File: src/hdl/kdeq_pkg.sv
// Shared types, codes and constants of the key debounce event queue.
package kdeq_pkg;

  // Input kinds
  localparam logic KIND_TICK = 1'b0;
  localparam logic KIND_POLL = 1'b1;

  // Configuration register indexes
  localparam logic CFG_LONG_PRESS = 1'b0;
  localparam logic CFG_REPEAT     = 1'b1;

  // Field widths
  localparam int LEVEL_W = 4;
  localparam int KEY_W   = 3;
  localparam int TYPE_W  = 2;
  localparam int EV_W    = KEY_W + TYPE_W;
  localparam int CNT_W   = 16;
  localparam int REP_W   = 8;
  localparam int CFG_W   = 16;

  // Reset values and limits
  localparam logic [CNT_W-1:0] LONG_PRESS_RESET = 16'd80;
  localparam logic [REP_W-1:0] REPEAT_RESET     = 8'd10;
  localparam logic [CNT_W-1:0] PRESS_MAX        = 16'hFFFF;

  typedef enum logic [1:0] {
    DB_REL_STABLE   = 2'd0,
    DB_PRESS_DEB    = 2'd1,
    DB_PRESS_STABLE = 2'd2,
    DB_REL_DEB      = 2'd3
  } db_state_t;

  typedef enum logic [TYPE_W-1:0] {
    EV_SHORT  = 2'd0,
    EV_LONG   = 2'd1,
    EV_REPEAT = 2'd2
  } ev_type_t;

  typedef enum logic [1:0] {
    ST_IDLE,
    ST_KEY,
    ST_REP,
    ST_OUT
  } seq_state_t;

  // Event pushed into the ring
  typedef struct packed {
    logic             valid;
    logic [KEY_W-1:0] key;
    ev_type_t         etype;
  } push_t;

  // Outcome of one key step in the shared counter unit
  typedef struct packed {
    logic     ev_valid;
    ev_type_t ev_type;
    logic     rep;
  } key_res_t;

  // Two-tick debounce machine; level 0 means pressed
  function automatic db_state_t db_next(db_state_t st, logic level);
    db_state_t nx;
    unique case (st)
      DB_REL_STABLE:   nx = level ? DB_REL_STABLE : DB_PRESS_DEB;
      DB_PRESS_DEB:    nx = level ? DB_REL_STABLE : DB_PRESS_STABLE;
      DB_PRESS_STABLE: nx = level ? DB_REL_DEB    : DB_PRESS_STABLE;
      DB_REL_DEB:      nx = level ? DB_REL_STABLE : DB_PRESS_STABLE;
      default:         nx = DB_REL_STABLE;
    endcase
    return nx;
  endfunction

endpackage

File: src/hdl/kdeq_key_unit.sv
// Per-key debounce state and counters with one shared increment/compare unit.
module kdeq_key_unit #(
  parameter int NUM_KEYS = 4,
  localparam int IW = (NUM_KEYS > 1) ? $clog2(NUM_KEYS) : 1
) (
  input  logic                           clk,
  input  logic                           rst,
  input  logic                           tick_load,
  input  logic [kdeq_pkg::LEVEL_W-1:0]   key_levels,
  input  logic                           step,
  input  logic [IW-1:0]                  idx,
  input  logic [kdeq_pkg::CNT_W-1:0]     long_press_ticks,
  input  logic [kdeq_pkg::REP_W-1:0]     repeat_interval,
  output kdeq_pkg::key_res_t             res
);
  import kdeq_pkg::*;

  db_state_t        db_st      [NUM_KEYS];
  logic [CNT_W-1:0] press_cnt  [NUM_KEYS];
  logic [REP_W-1:0] rep_cnt    [NUM_KEYS];
  logic             long_fired [NUM_KEYS];

  // Keys beyond the level input read as pressed
  logic [NUM_KEYS+LEVEL_W-1:0] lv_ext;
  assign lv_ext = {{NUM_KEYS{1'b0}}, key_levels};

  logic             pressed;
  logic [CNT_W-1:0] pc, pc_inc, press_cnt_next;
  logic [REP_W-1:0] rc_base, rc_inc, rep_cnt_next;
  logic             lf, fire_long, long_fired_next, rep_hit;

  // Shared unit: works on the counters of the selected key
  always_comb begin
    pressed         = (db_st[idx] == DB_PRESS_STABLE);
    pc              = press_cnt[idx];
    lf              = long_fired[idx];
    pc_inc          = (pc == PRESS_MAX) ? pc : pc + 1'b1;
    fire_long       = !lf && (pc_inc >= long_press_ticks);
    rc_base         = fire_long ? '0 : rep_cnt[idx];
    rc_inc          = rc_base + 1'b1;
    rep_hit         = 1'b0;
    press_cnt_next  = '0;
    rep_cnt_next    = '0;
    long_fired_next = 1'b0;
    res             = '{ev_valid: 1'b0, ev_type: EV_SHORT, rep: 1'b0};
    if (pressed) begin
      press_cnt_next  = pc_inc;
      long_fired_next = lf | fire_long;
      rep_cnt_next    = rc_base;
      if (lf | fire_long) begin
        rep_hit      = (rc_inc >= repeat_interval);
        rep_cnt_next = rep_hit ? '0 : rc_inc;
      end
      res.ev_valid = fire_long;
      res.ev_type  = EV_LONG;
      res.rep      = rep_hit;
    end else begin
      res.ev_valid = (pc != '0) && !lf;
      res.ev_type  = EV_SHORT;
    end
  end

  // Debounce all keys on a tick; update one key per step
  always_ff @(posedge clk) begin
    if (rst) begin
      for (int k = 0; k < NUM_KEYS; k++) begin
        db_st[k]      <= DB_REL_STABLE;
        press_cnt[k]  <= '0;
        rep_cnt[k]    <= '0;
        long_fired[k] <= 1'b0;
      end
    end else begin
      if (tick_load) begin
        for (int k = 0; k < NUM_KEYS; k++) begin
          db_st[k] <= db_next(db_st[k], lv_ext[k]);
        end
      end
      if (step) begin
        press_cnt[idx]  <= press_cnt_next;
        rep_cnt[idx]    <= rep_cnt_next;
        long_fired[idx] <= long_fired_next;
      end
    end
  end

endmodule

File: src/hdl/kdeq_queue.sv
// Event ring: holds DEPTH-1 events, drops pushes when full, registered read.
module kdeq_queue #(
  parameter int DEPTH = 8,
  localparam int PW = $clog2(DEPTH)
) (
  input  logic                          clk,
  input  logic                          rst,
  input  kdeq_pkg::push_t               push,
  input  logic                          pop,
  output logic [kdeq_pkg::EV_W-1:0]     rd_data,
  output logic                          empty
);
  import kdeq_pkg::*;

  logic [EV_W-1:0] mem [DEPTH];
  logic [PW-1:0]   wr_ptr, rd_ptr, wr_inc, rd_inc;
  logic            full;

  assign wr_inc = (wr_ptr == PW'(DEPTH - 1)) ? '0 : wr_ptr + 1'b1;
  assign rd_inc = (rd_ptr == PW'(DEPTH - 1)) ? '0 : rd_ptr + 1'b1;
  assign full   = (wr_inc == rd_ptr);
  assign empty  = (wr_ptr == rd_ptr);

  // Pointers
  always_ff @(posedge clk) begin
    if (rst) begin
      wr_ptr <= '0;
      rd_ptr <= '0;
    end else begin
      if (push.valid && !full) wr_ptr <= wr_inc;
      if (pop && !empty)       rd_ptr <= rd_inc;
    end
  end

  // Storage, write and registered read of the head slot
  always_ff @(posedge clk) begin
    if (push.valid && !full) mem[wr_ptr] <= {push.key, push.etype};
    rd_data <= mem[rd_ptr];
  end

endmodule

File: src/hdl/key_debounce_event_queue.sv
// Top level: sequencer, configuration registers and output register.
// Debounce, long-press and repeat detection for NUM_KEYS active-low keys,
// with events kept in a QUEUE_DEPTH-slot ring (QUEUE_DEPTH-1 usable).
// Input channel (in_valid/in_stall): kind 0 is a scan tick carrying
// key_levels, kind 1 polls one event. Output channel (out_valid/out_stall)
// gives one transaction per poll: event_valid, event_key, event_type, all
// zero when the ring was empty. Ticks give no output.
// A tick is debounced for all keys at once, then a single shared counter
// and compare unit steps through the keys, one key per cycle, with an extra
// ST_REP step for a key that queues both a long and a repeat event; in_stall
// stays high until the last key is done.
// A poll reads the ring head through a registered port; the sequencer waits
// in ST_OUT, with in_stall high, while an earlier result is still held by
// out_stall, then loads the result into the output register.
// Configuration (cfg_we/cfg_index/cfg_wdata) is to be written while idle;
// the user keeps to this, the block does not enforce it.
// Synchronous reset clears key state, ring pointers and output valid and
// loads long_press_ticks = 80, repeat_interval = 10; no clearing pass.
module key_debounce_event_queue #(
  parameter int NUM_KEYS    = 4,
  parameter int QUEUE_DEPTH = 8
) (
  input  logic                          clk,
  input  logic                          rst,
  input  logic                          in_valid,
  output logic                          in_stall,
  input  logic                          kind,
  input  logic [kdeq_pkg::LEVEL_W-1:0]  key_levels,
  output logic                          out_valid,
  input  logic                          out_stall,
  output logic                          event_valid,
  output logic [kdeq_pkg::KEY_W-1:0]    event_key,
  output logic [kdeq_pkg::TYPE_W-1:0]   event_type,
  input  logic                          cfg_we,
  input  logic                          cfg_index,
  input  logic [kdeq_pkg::CFG_W-1:0]    cfg_wdata
);
  import kdeq_pkg::*;

  localparam int IW = (NUM_KEYS > 1) ? $clog2(NUM_KEYS) : 1;

  seq_state_t       state, state_next;
  logic [IW-1:0]    idx, idx_next;
  logic [CNT_W-1:0] long_press_ticks;
  logic [REP_W-1:0] repeat_interval;
  logic             poll_empty;
  logic             accept, out_free, tick_load, step, pop, out_load, last_key;
  logic [KEY_W-1:0] key_num;
  push_t            push;
  key_res_t         res;
  logic [EV_W-1:0]  rd_data;
  logic             empty;

  assign in_stall  = (state != ST_IDLE);
  assign accept    = in_valid && !in_stall;
  assign out_free  = !out_valid || !out_stall;
  assign tick_load = accept && (kind == KIND_TICK);
  assign last_key  = (idx == IW'(NUM_KEYS - 1));
  assign key_num   = KEY_W'(idx) + 1'b1;

  kdeq_key_unit #(.NUM_KEYS(NUM_KEYS)) u_keys (
    .clk              (clk),
    .rst              (rst),
    .tick_load        (tick_load),
    .key_levels       (key_levels),
    .step             (step),
    .idx              (idx),
    .long_press_ticks (long_press_ticks),
    .repeat_interval  (repeat_interval),
    .res              (res)
  );

  kdeq_queue #(.DEPTH(QUEUE_DEPTH)) u_queue (
    .clk     (clk),
    .rst     (rst),
    .push    (push),
    .pop     (pop),
    .rd_data (rd_data),
    .empty   (empty)
  );

  // Configuration registers
  always_ff @(posedge clk) begin
    if (rst) begin
      long_press_ticks <= LONG_PRESS_RESET;
      repeat_interval  <= REPEAT_RESET;
    end else if (cfg_we) begin
      unique case (cfg_index)
        CFG_LONG_PRESS: long_press_ticks <= cfg_wdata;
        CFG_REPEAT:     repeat_interval  <= cfg_wdata[REP_W-1:0];
        default:        ;
      endcase
    end
  end

  // Sequencer state
  always_ff @(posedge clk) begin
    if (rst) begin
      state <= ST_IDLE;
      idx   <= '0;
    end else begin
      state <= state_next;
      idx   <= idx_next;
    end
  end

  // Next state and control
  always_comb begin
    state_next = state;
    idx_next   = idx;
    step       = 1'b0;
    pop        = 1'b0;
    out_load   = 1'b0;
    push       = '{valid: 1'b0, key: key_num, etype: EV_SHORT};
    unique case (state)
      ST_IDLE: begin
        if (accept) begin
          idx_next   = '0;
          state_next = (kind == KIND_TICK) ? ST_KEY : ST_OUT;
        end
      end
      ST_KEY: begin
        step       = 1'b1;
        push.valid = res.ev_valid || res.rep;
        push.etype = res.ev_valid ? res.ev_type : EV_REPEAT;
        if (res.ev_valid && res.rep) begin
          state_next = ST_REP;
        end else if (last_key) begin
          state_next = ST_IDLE;
        end else begin
          idx_next = idx + 1'b1;
        end
      end
      ST_REP: begin
        push.valid = 1'b1;
        push.etype = EV_REPEAT;
        if (last_key) begin
          state_next = ST_IDLE;
        end else begin
          idx_next   = idx + 1'b1;
          state_next = ST_KEY;
        end
      end
      ST_OUT: begin
        if (out_free) begin
          out_load   = 1'b1;
          pop        = !poll_empty;
          state_next = ST_IDLE;
        end
      end
      default: state_next = ST_IDLE;
    endcase
  end

  // Ring state seen by the poll
  always_ff @(posedge clk) begin
    if (accept) poll_empty <= empty;
  end

  // Output register
  always_ff @(posedge clk) begin
    if (rst) begin
      out_valid <= 1'b0;
    end else if (out_load) begin
      out_valid <= 1'b1;
    end else if (!out_stall) begin
      out_valid <= 1'b0;
    end
  end

  always_ff @(posedge clk) begin
    if (out_load) begin
      event_valid <= !poll_empty;
      event_key   <= poll_empty ? '0 : rd_data[EV_W-1:TYPE_W];
      event_type  <= poll_empty ? '0 : rd_data[TYPE_W-1:0];
    end
  end

endmodule

File: config.mk
export PLATFORM = sky130hd
export DESIGN_NAME = key_debounce_event_queue
export DESIGN_NICKNAME = d
export VERILOG_FILES = /design/src/hdl/kdeq_pkg.sv /design/src/hdl/kdeq_key_unit.sv /design/src/hdl/kdeq_queue.sv /design/src/hdl/key_debounce_event_queue.sv
export SDC_FILE = /design/constraint.sdc
export NUM_CORES = 1
export LEC_CHECK = 0
export BUFFER_PORTS_ARGS = -buffer_cell sky130_fd_sc_hd__buf_2
export CAP_MARGIN = 20
export CORE_ASPECT_RATIO = 0.5
export CORE_MARGIN = 2
export CORE_UTILIZATION = 60
export DETAILED_ROUTE_END_ITERATION = 7
export GPL_TIMING_DRIVEN = 0
export PLACE_DENSITY = 0.78
export SLEW_MARGIN = 20
export SYNTH_ARGS = -nofsm -noshare
export SYNTH_HDL_FRONTEND = slang
export SYNTH_HIERARCHICAL = 1
export SYNTH_SLANG_ARGS = --single-unit
File: constraint.sdc
create_clock -name clk -period 7.75 [get_ports clk]
set_input_delay 0.775 -clock clk [delete_from_list [all_inputs] [get_ports clk]]
set_output_delay 0.775 -clock clk [all_outputs]
set_load 0.02 [all_outputs]
Yosys cells after proc, flatten, opt, wreduce, memory -nomap -nowiden
Memories as Yosys holds them, arrays and structs flattened. A register that Yosys moved wholly into a read port is not among the register bits.
Index checks and enable logic that the tools add are counted.
{"block": "classes", "addsub": 6, "order_cmp": 2, "n_eq_ne": 27, "mux": 88, "n_bitwise": 7, "reduce_logical": 35}
{"operator": "$mux W2", "count": 36}
{"operator": "$mux W16", "count": 3}
{"operator": "$mux W8", "count": 5}
{"operator": "$mux W1", "count": 33}
{"operator": "$pmux W2 S3", "count": 5}
{"operator": "$eq A2 B2 Y1 const B", "count": 12}
{"operator": "$add A16 B1 Y16 const B", "count": 1}
{"operator": "$eq A16 B16 Y1 const B", "count": 1}
{"operator": "$ge A16 B16 Y1", "count": 1}
{"operator": "$reduce_bool A16 Y1", "count": 1}
{"operator": "$reduce_or A16 Y1", "count": 1}
{"operator": "$eq A2 B1 Y1 const B", "count": 5}
{"operator": "$logic_not A2 Y1", "count": 5}
{"operator": "$mux W3", "count": 3}
{"operator": "$add A8 B1 Y8 const B", "count": 1}
{"operator": "$ge A8 B8 Y1", "count": 1}
{"operator": "$pmux W2 S4", "count": 1}
{"operator": "$reduce_or A2 Y1", "count": 4}
{"operator": "$reduce_or A8 Y1", "count": 1}
{"operator": "$logic_and A1 B1 Y1", "count": 7}
{"operator": "$logic_not A1 Y1", "count": 7}
{"operator": "$add A3 B1 Y3 const B", "count": 2}
{"operator": "$eq A3 B3 Y1", "count": 2}
{"operator": "$eq A3 B3 Y1 const B", "count": 2}
{"operator": "other kinds (15)", "count": 25}
{"block": "totals", "regBits": 42, "ramBits": 148, "in_bits": 27, "output_inout_bits": 8, "elab_cells": 181, "memories": 5}
{"name": "u_keys.press_cnt", "depth": 4, "width": 16, "read_ports": 1, "rd_ports_with_merged_regs": 1, "wr": 4, "line_no": "kdeq_key_unit.sv:19", "text": "logic [CNT_W-1:0] press_cnt [NUM_KEYS];"}
{"name": "u_queue.mem", "depth": 8, "width": 5, "read_ports": 1, "rd_ports_with_merged_regs": 1, "wr": 1, "line_no": "kdeq_queue.sv:15", "text": "logic [EV_W-1:0] mem [DEPTH];"}
{"name": "u_keys.rep_cnt", "depth": 4, "width": 8, "read_ports": 1, "rd_ports_with_merged_regs": 1, "wr": 4, "line_no": "kdeq_key_unit.sv:20", "text": "logic [REP_W-1:0] rep_cnt [NUM_KEYS];"}
{"name": "u_keys.db_st", "depth": 4, "width": 2, "read_ports": 5, "rd_ports_with_merged_regs": 1, "wr": 4, "line_no": "kdeq_key_unit.sv:18", "text": "db_state_t db_st [NUM_KEYS];"}
{"name": "u_keys.long_fired", "depth": 4, "width": 1, "read_ports": 1, "rd_ports_with_merged_regs": 1, "wr": 4, "line_no": "kdeq_key_unit.sv:21", "text": "logic long_fired [NUM_KEYS];"}

Depth between registers and ports, before layout
Gate-level depths: netlist of the first run.
{"block": "logic_depth", "ltp_word": 14, "ltp_mapped": 30, "ltp_nobuf": 27}

Hierarchy
Netlist of the first run, hierarchy kept.
{"mod": "kdeq_key_unit", "instances": 1, "cells_each": 512, "area_per_inst_um2": 6038.3, "seq_area_each_um2": 3243.1}
{"mod": "kdeq_queue", "instances": 1, "cells_each": 122, "area_per_inst_um2": 2168.3, "seq_area_each_um2": 1421.4}
{"mod": "key_debounce_event_queue", "instances": 1, "cells_each": 173, "area_per_inst_um2": 1555.2, "seq_area_each_um2": 790.8}

Worst setup path before layout of the first run
Ideal clock, no wire load.
{"block": "synth_timing", "kind": "flip-flop to flip-flop", "start": "reg idx[0] (netlist name)", "end": "mem u_queue/mem[0][0] (netlist bit) (enable)", "setup_ns": 0.339, "arrival_ns": 6.378, "t_required_ns": 7.411, "path_slack_ns": 1.032, "path_stages_with_launch": 30, "n_path_buf": 2, "synth_period_minus_slack_ns": 6.718, "cell_sequence": "dfxtp_1 buf_6 buf_6 mux4_2 ha_1 nand3_1 nor3_1 and3_1 mux2i_1 inv_1 ha_1 nand4_1 nor4_1 o31ai_1 a31oi_1 nor2_1 ha_1 and3_1 xnor2_1 nor2_1 ha_1 a21o_1 a2111oi_0 o21ai_1 nand2_1 nor2_1 o21a_1 o21a_1 or3b_2 nor2_1"}
{"element": "to (decl)", "line_no": "kdeq_queue.sv:15"}

==> results.cfg, run 1 <==
[grt]
grt_first_pass_wirelength_mm = 34.7
grt_pass1_vias = 6724
overall_track_demand_over_capacity_in_global_routing = 0.266
grt_max_degree = 26
grt_overflow_total = 0
antenna_found_initial = 0

[floorplanning]
placement_rows = 32
ios = 35
start_util = 0.624
coreArea_mm2 = 0.0157
die_y_um = 94.2
fp.dieArea_mm2 = 0.0174
die_width_um = 184

[sta]
finClkSkew_ns = 0.0195
worst_slew_pin_slew_ns = 0.855
timing.fmax_mhz = 135
setup_viol = 0
final_critical_path_setup_slack_ns = 0.316
setup_total_negative_slack_ns = 0
timing.max_slew.rel_slack = 0.424
fin_hold_ws_ns = 0.459
hold_violations = 0
final_min_period_over_clock_period = 0.959
slew_viol_final = 0
final.min_clock_period_ns = 7.43

[layout]
final_common_cell = sky130_fd_sc_hd__edfxtp_1
most-common-layout-cells = 155 x sky130_fd_sc_hd__edfxtp_1, 106 x sky130_fd_sc_hd__nor2_1, 74 x sky130_fd_sc_hd__nand2_1
layout-area-overhead-vs-synth_pct = 13.5
drive_gt1_frac = 0.199
layout.filler_cells = 1024
antennaDiodeCount = 0
layout.nets = 931
postLayoutCoreUtil = 0.708
post_layout_nonfiller_instances = 1100
final_cell_area_mm2 = 0.0111

[worst_setup_path]
cp-startpoint = idx[1]
worstReg2RegStart = idx[1]
worst-setup-path-type = reg -> reg
start_kind = flip-flop
cp_data_arrival_time_ns = 7.58
crit_path_end_kind = flip-flop
r2r.worst_path.cells = 30
crit_path_max_fanout = 10
worstPathRequired_ns = 7.90
r2r_setup_slack_ns = 0.32
cp_slowest_stage_delay_ns = 0.49
regToRegEndpoint = u_queue/mem[0][4]
critPathSlowestCell = sky130_fd_sc_hd__a2111oi_2

[routing]
drt_pre_antenna_iters = 6
route.detailed.vias_per_inst = 6.19
drt_drc_violations_left = 0
drt_iter0_drc = 721
postRouteAntennaNets = 0
drt-total-wl_mm = 22.2
avgRoutedWirePerCell_um = 20.2
route.vias.total = 6806

[logic_synthesis]
post_synth_instance_area_mm2 = 0.00976
yosys_warnings = 6
synth-xor-area-share = 0.0197
synth_seq_area_share = 0.559
synth_enable_flop_cells = 155
synth_area_leader_cell = sky130_fd_sc_hd__edfxtp_1
synthDistinctLibCells = 76
synth_simple_gate_area_share = 0.149
synth_compound_area_frac = 0.0708
syn-mean-instance-area_um2 = 12.1
yosys_register_bits = 195
synthDominantCellAreaShare = 0.477
dominantRegCellSynth = sky130_fd_sc_hd__edfxtp_1
synth_top_family_by_area = simple AND/OR/NAND/NOR gates
post_synth_fa_ha_maj_area_fraction = 0.0487
netlist_instances = 807
synth_top_cells_by_area = sky130_fd_sc_hd__edfxtp_1 48%, sky130_fd_sc_hd__dfxtp_1 8.2%, sky130_fd_sc_hd__mux4_2 6.7%
proportion_of_synthesized_flip_flops_having_asynchronous_set_or_reset = 0
post_synth_mux_area_share = 0.109
syn-num-nets = 872

[cts]
numCtsBuffers = 17
cts-htree-levels = 4
cts-hold-fix-buffers = 0
clk_transition_reported_paths_ns = 0.07
cts_sinks = 195
cts_tree = yes
cts.root.buffer_cell = sky130_fd_sc_hd__clkbuf_16
cts_max_path_buffers = 2
insertion_delay_ns = 0.43

[power_and_ir_drop]
p_leak_nw = 4.14
power-per-cell-area_mw_per_mm2 = 304
ir_worst_vdd_v = 0.000189
finalPower_mw = 3.37

[placed_design]
hpwl_mm = 14.5
pre_cts_slack_ns = -0.705
place_inst = 1063
place_congestion = 0.961
port_buffers = 34
placed_cell_area_mm2 = 0.0102

[hold_path]
hold_class = reg -> reg
hold_start = long_press_ticks[15]
whs_path_depth = 2
hold-path-endpoint = long_press_ticks[15]

[flow_run]
drv.max_cap_violation_count = 0

[run_status]
outcome = completed
## worst max-delay path, delay by kind of cell, from the launching register on
kind	cells	cell delay [ns]
AND/OR/NAND/NOR	11	1.98
flip-flops	1	0.36
AO/OA/AOI/OAI	8	1.97
XOR/XNOR	2	0.62
multiplexers	1	0.30
adder cells (fa/ha/maj)	4	1.13
buffers and inverters	4	0.80
## layer usage
layer  routed length (µm)  share of wire  GRT usage
met2                10900           0.49      0.458
met1                 8930           0.40      0.344
met5                    0              0          0
met3                 1720          0.077     0.0481
met4                  706          0.032     0.0927
## registers in the layout, summed over array words and instances, names as in the netlist
register and count:
u_queue/mem 40, event_key 3, u_keys/db_st 8, u_queue/rd_data 5, u_queue/wr_ptr 3, out_valid 1
event_valid 1, u_keys/rep_cnt 32, long_press_ticks 16, repeat_interval 8, u_keys/press_cnt 64, event_type 2
poll_empty 1, state 2, idx 2, u_queue/rd_ptr 3, u_keys/long_fired 4
## synth_stat cells (5+ instances only)
master and number:
sky130_fd_sc_hd__nor3_1 23, sky130_fd_sc_hd__and3_1 10, sky130_fd_sc_hd__xor2_1 13, sky130_fd_sc_hd__mux4_2 29, sky130_fd_sc_hd__nor2_1 110, sky130_fd_sc_hd__nand2_1 74
sky130_fd_sc_hd__edfxtp_1 155, sky130_fd_sc_hd__o21a_1 5, sky130_fd_sc_hd__a21o_1 6, sky130_fd_sc_hd__a211oi_1 7, sky130_fd_sc_hd__nand2b_1 12, sky130_fd_sc_hd__mux2i_1 16
sky130_fd_sc_hd__nor2b_1 17, sky130_fd_sc_hd__inv_1 53, sky130_fd_sc_hd__clkbuf_1 13, sky130_fd_sc_hd__nand4_1 8, sky130_fd_sc_hd__ha_1 38, sky130_fd_sc_hd__a31oi_1 5
sky130_fd_sc_hd__buf_2 8, sky130_fd_sc_hd__nand3_1 19, sky130_fd_sc_hd__mux2_4 6, sky130_fd_sc_hd__mux4_1 5, sky130_fd_sc_hd__buf_6 5, sky130_fd_sc_hd__o21ai_0 5
sky130_fd_sc_hd__dfxtp_1 40, sky130_fd_sc_hd__nor4_1 5, sky130_fd_sc_hd__a21oi_1 39
## logic make-up (layout without fill, tap and decap cells)
kind of cell	Yosys count	count (layout)
AOI/OAI and AO/OA	96	96
xor gates and xnor gates	19	19
adders and majority gates	38	38
buffers and inverters	91	163
DFF	195	195
muxes	59	59
other	1	1
and+or+nand+nor	308	308
## worst max-delay path by stage
stage	cells past startpoint	slack, ns	to
finish	30	0.32	u_queue/mem[0][4]
detailed placement	28	-0.70	u_queue/mem[0][2]
global route	31	-0.11	u_queue/mem[0][1]
CTS	30	0.02	u_queue/mem[0][4]
global placement	28	-0.49	u_queue/mem[0][2]
floorplan	29	1.03	u_queue/mem[0][0]
## power by group
| part | internal [mW] | switching [mW] |
|---|---|---|
| Clock | 0.520 | 0.407 |
| Sequential | 1.23 | 0.0340 |
| Combinational | 0.446 | 0.730 |
## repair_timing
item | in CTS | in global routing
buffers inserted | 0 | 5
gates cloned | 0 | 0
pin swaps | 0 | 2
gates resized for setup | 16 | 19
endpoints found under the hold margin | 0 | 0
setup endpoints to repair | 46 | 58
## layout make-up
cell class,count,area (µm²),share of cell area
flip-flops and latches,195,5460,0.492
multi-input cells,521,4080,0.368
clock buffers,18,429,0.0387
well taps,221,277,0.0250
repair buffers,40,228,0.0206
plain buffers,36,219,0.0198
inverters,55,206,0.0186
clock inverters,14,191,0.0173
Note: power is estimated with default switching activity, not from simulation.
==> inputs of run 2 (changes only) <==
- CORE_ASPECT_RATIO: 0.5 -> default
==> results.cfg, run 2 (synthesis gave the netlist of run 1 again) <==
[routing]
drt_drc_violations_left = 0
route.detailed.vias_per_inst = 6.10
postRouteAntennaNets = 0
drt_pre_antenna_iters = 6
route.vias.total = 6689
drt_iter0_drc = 660
avgRoutedWirePerCell_um = 20.2
drt-total-wl_mm = 22.1

[sta]
hold_violations = 0
fin_hold_ws_ns = 0.456
worst_slew_pin_slew_ns = 0.915
timing.fmax_mhz = 134
setup_viol = 0
final.min_clock_period_ns = 7.48
final_min_period_over_clock_period = 0.965
slew_viol_final = 0
setup_total_negative_slack_ns = 0
timing.max_slew.rel_slack = 0.386
finClkSkew_ns = 0.0119

[worst_setup_path]
r2r.worst_path.cells = 30
start_kind = flip-flop
crit_path_max_fanout = 10
cp_data_arrival_time_ns = 7.61
worst-setup-path-type = reg -> reg
worstPathRequired_ns = 7.88
cp_slowest_stage_delay_ns = 0.54
worstReg2RegStart = idx[1]
crit_path_end_kind = flip-flop
r2r_setup_slack_ns = 0.27
regToRegEndpoint = u_queue/mem[0][3]
critPathSlowestCell = sky130_fd_sc_hd__or3b_2

[grt]
grt_first_pass_wirelength_mm = 34.6
grt_overflow_total = 0
grt_max_degree = 26
antenna_found_initial = 0
overall_track_demand_over_capacity_in_global_routing = 0.258
grt_pass1_vias = 6647

[cts]
cts_tree = yes
numCtsBuffers = 17
cts_sinks = 195
cts-htree-levels = 4
insertion_delay_ns = 0.44
clk_transition_reported_paths_ns = 0.07
cts_max_path_buffers = 2
cts.root.buffer_cell = sky130_fd_sc_hd__clkbuf_16
cts-hold-fix-buffers = 0

[flow_run]
drv.max_cap_violation_count = 0

[hold_path]
hold_class = reg -> reg
hold_start = long_press_ticks[13]
hold-path-endpoint = long_press_ticks[13]
whs_path_depth = 2

[layout]
layout.nets = 932
antennaDiodeCount = 0
layout.filler_cells = 1101
largest_register = u_keys/press_cnt
postLayoutCoreUtil = 0.698
most-common-layout-cells = 155 x sky130_fd_sc_hd__edfxtp_1, 106 x sky130_fd_sc_hd__nor2_1, 74 x sky130_fd_sc_hd__nand2_1
final_common_cell = sky130_fd_sc_hd__edfxtp_1
layout-area-overhead-vs-synth_pct = 13.6
drive_gt1_frac = 0.198
number_of_flip_flops_in_the_largest_register = 64
reg_top3 = u_keys/press_cnt x64, u_queue/mem x40, u_keys/rep_cnt x32

[run_status]
outcome = completed

[placed_design]
hpwl_mm = 15.1
port_buffers = 34
place_congestion = 0.940

[floorplanning]
coreArea_mm2 = 0.0159
fp.dieArea_mm2 = 0.0173
start_util = 0.615
ios = 35
die_y_um = 132
placement_rows = 46
die_width_um = 132

[power_and_ir_drop]
power-per-cell-area_mw_per_mm2 = 303
p_leak_nw = 4.18
power.share.combinational = 0.346
fraction_of_power_spent_switching_nets = 0.341
power.clock.fraction = 0.278
share_seq_of_total_power = 0.377
power.net_switching_mw = 1.14
p_int_mw = 2.21
ir_worst_vdd_v = 0.000175
==> run 2: timing repair <==
item	in CTS	in global routing
setup endpoints to repair	46	48
gates resized for setup	20	9
pin swaps	1	2
buffers inserted	1	5
==> run 2: metrics by stage <==
step / instance area (µm²) / instances / worst slack (ns) / power, mW
3_5_place_dp: 10200 / 1058 / -0.698 / 2.32
5_1_grt: 11100 / 1096 / -0.0304 / 3.49
3_3_place_gp: 10200 / 1057 / -0.491 / 2.26
2_1_floorplan: 9760 / 807 / 1.03 / 2.04
4_1_cts: 11000 / 1091 / 0.0478 / 3.29
6_report: 11100 / 1096 / 0.270 / 3.36
==> run 2: power by group through the flow <==
stage	Clock, mW	Combinational, mW	Sequential [mW]
finish	0.932	1.16	1.26
global route	0.978	1.24	1.27
CTS	0.938	1.09	1.26
detailed placement	0	1.03	1.29
global placement	0	0.978	1.28
floorplan	0	0.764	1.28
==> run 2: how the worst max path moves through the flow <==
stage                         to  slack, ns    from  cells after the start
2_1_floorplan  u_queue/mem[0][0]       1.03  idx[0]                     29
3_3_place_gp   u_queue/mem[4][3]      -0.49  idx[1]                     30
3_5_place_dp   u_queue/mem[0][3]      -0.70  idx[1]                     30
4_1_cts        u_queue/mem[0][1]       0.05  idx[1]                     30
5_1_grt        u_queue/mem[0][1]      -0.03  idx[1]                     30
6_report       u_queue/mem[0][3]       0.27  idx[1]                     30
==> run 2: final cells by class <==
class                           instances  area [µm²]  share of cell area
Sequential cell                       195        5460               0.492
Tap cell                              216         270              0.0244
Clock buffer                           21         503              0.0454
Timing Repair Buffer                   41         243              0.0219
Inverter                               55         206              0.0186
Multi-Input combinational cell        521        4060               0.366
Buffer                                 36         216              0.0195
Clock inverter                         11         135              0.0122
==> run 2: critical path: cells and delay by family, from the launching register on <==
| kind | cells | cell delay (ns) |
|---|---|---|
| mux | 1 | 0.28 |
| simple gates | 12 | 2.90 |
| flops | 1 | 0.38 |
| fa+ha+maj | 4 | 1.04 |
| compound gates | 7 | 1.25 |
| xor+xnor | 2 | 0.50 |
| buf+inv | 4 | 0.77 |
==> run 2: routing by layer <==
layer | vias up | share of wire | global-route usage
met1 | 3265 | 0.41 | 0.336
met2 | 321 | 0.50 | 0.430
met4 | 0 | 0.024 | 0.0948
met3 | 48 | 0.073 | 0.0556
met5 | - | 0 | 0
li1 | 3055 | - | -
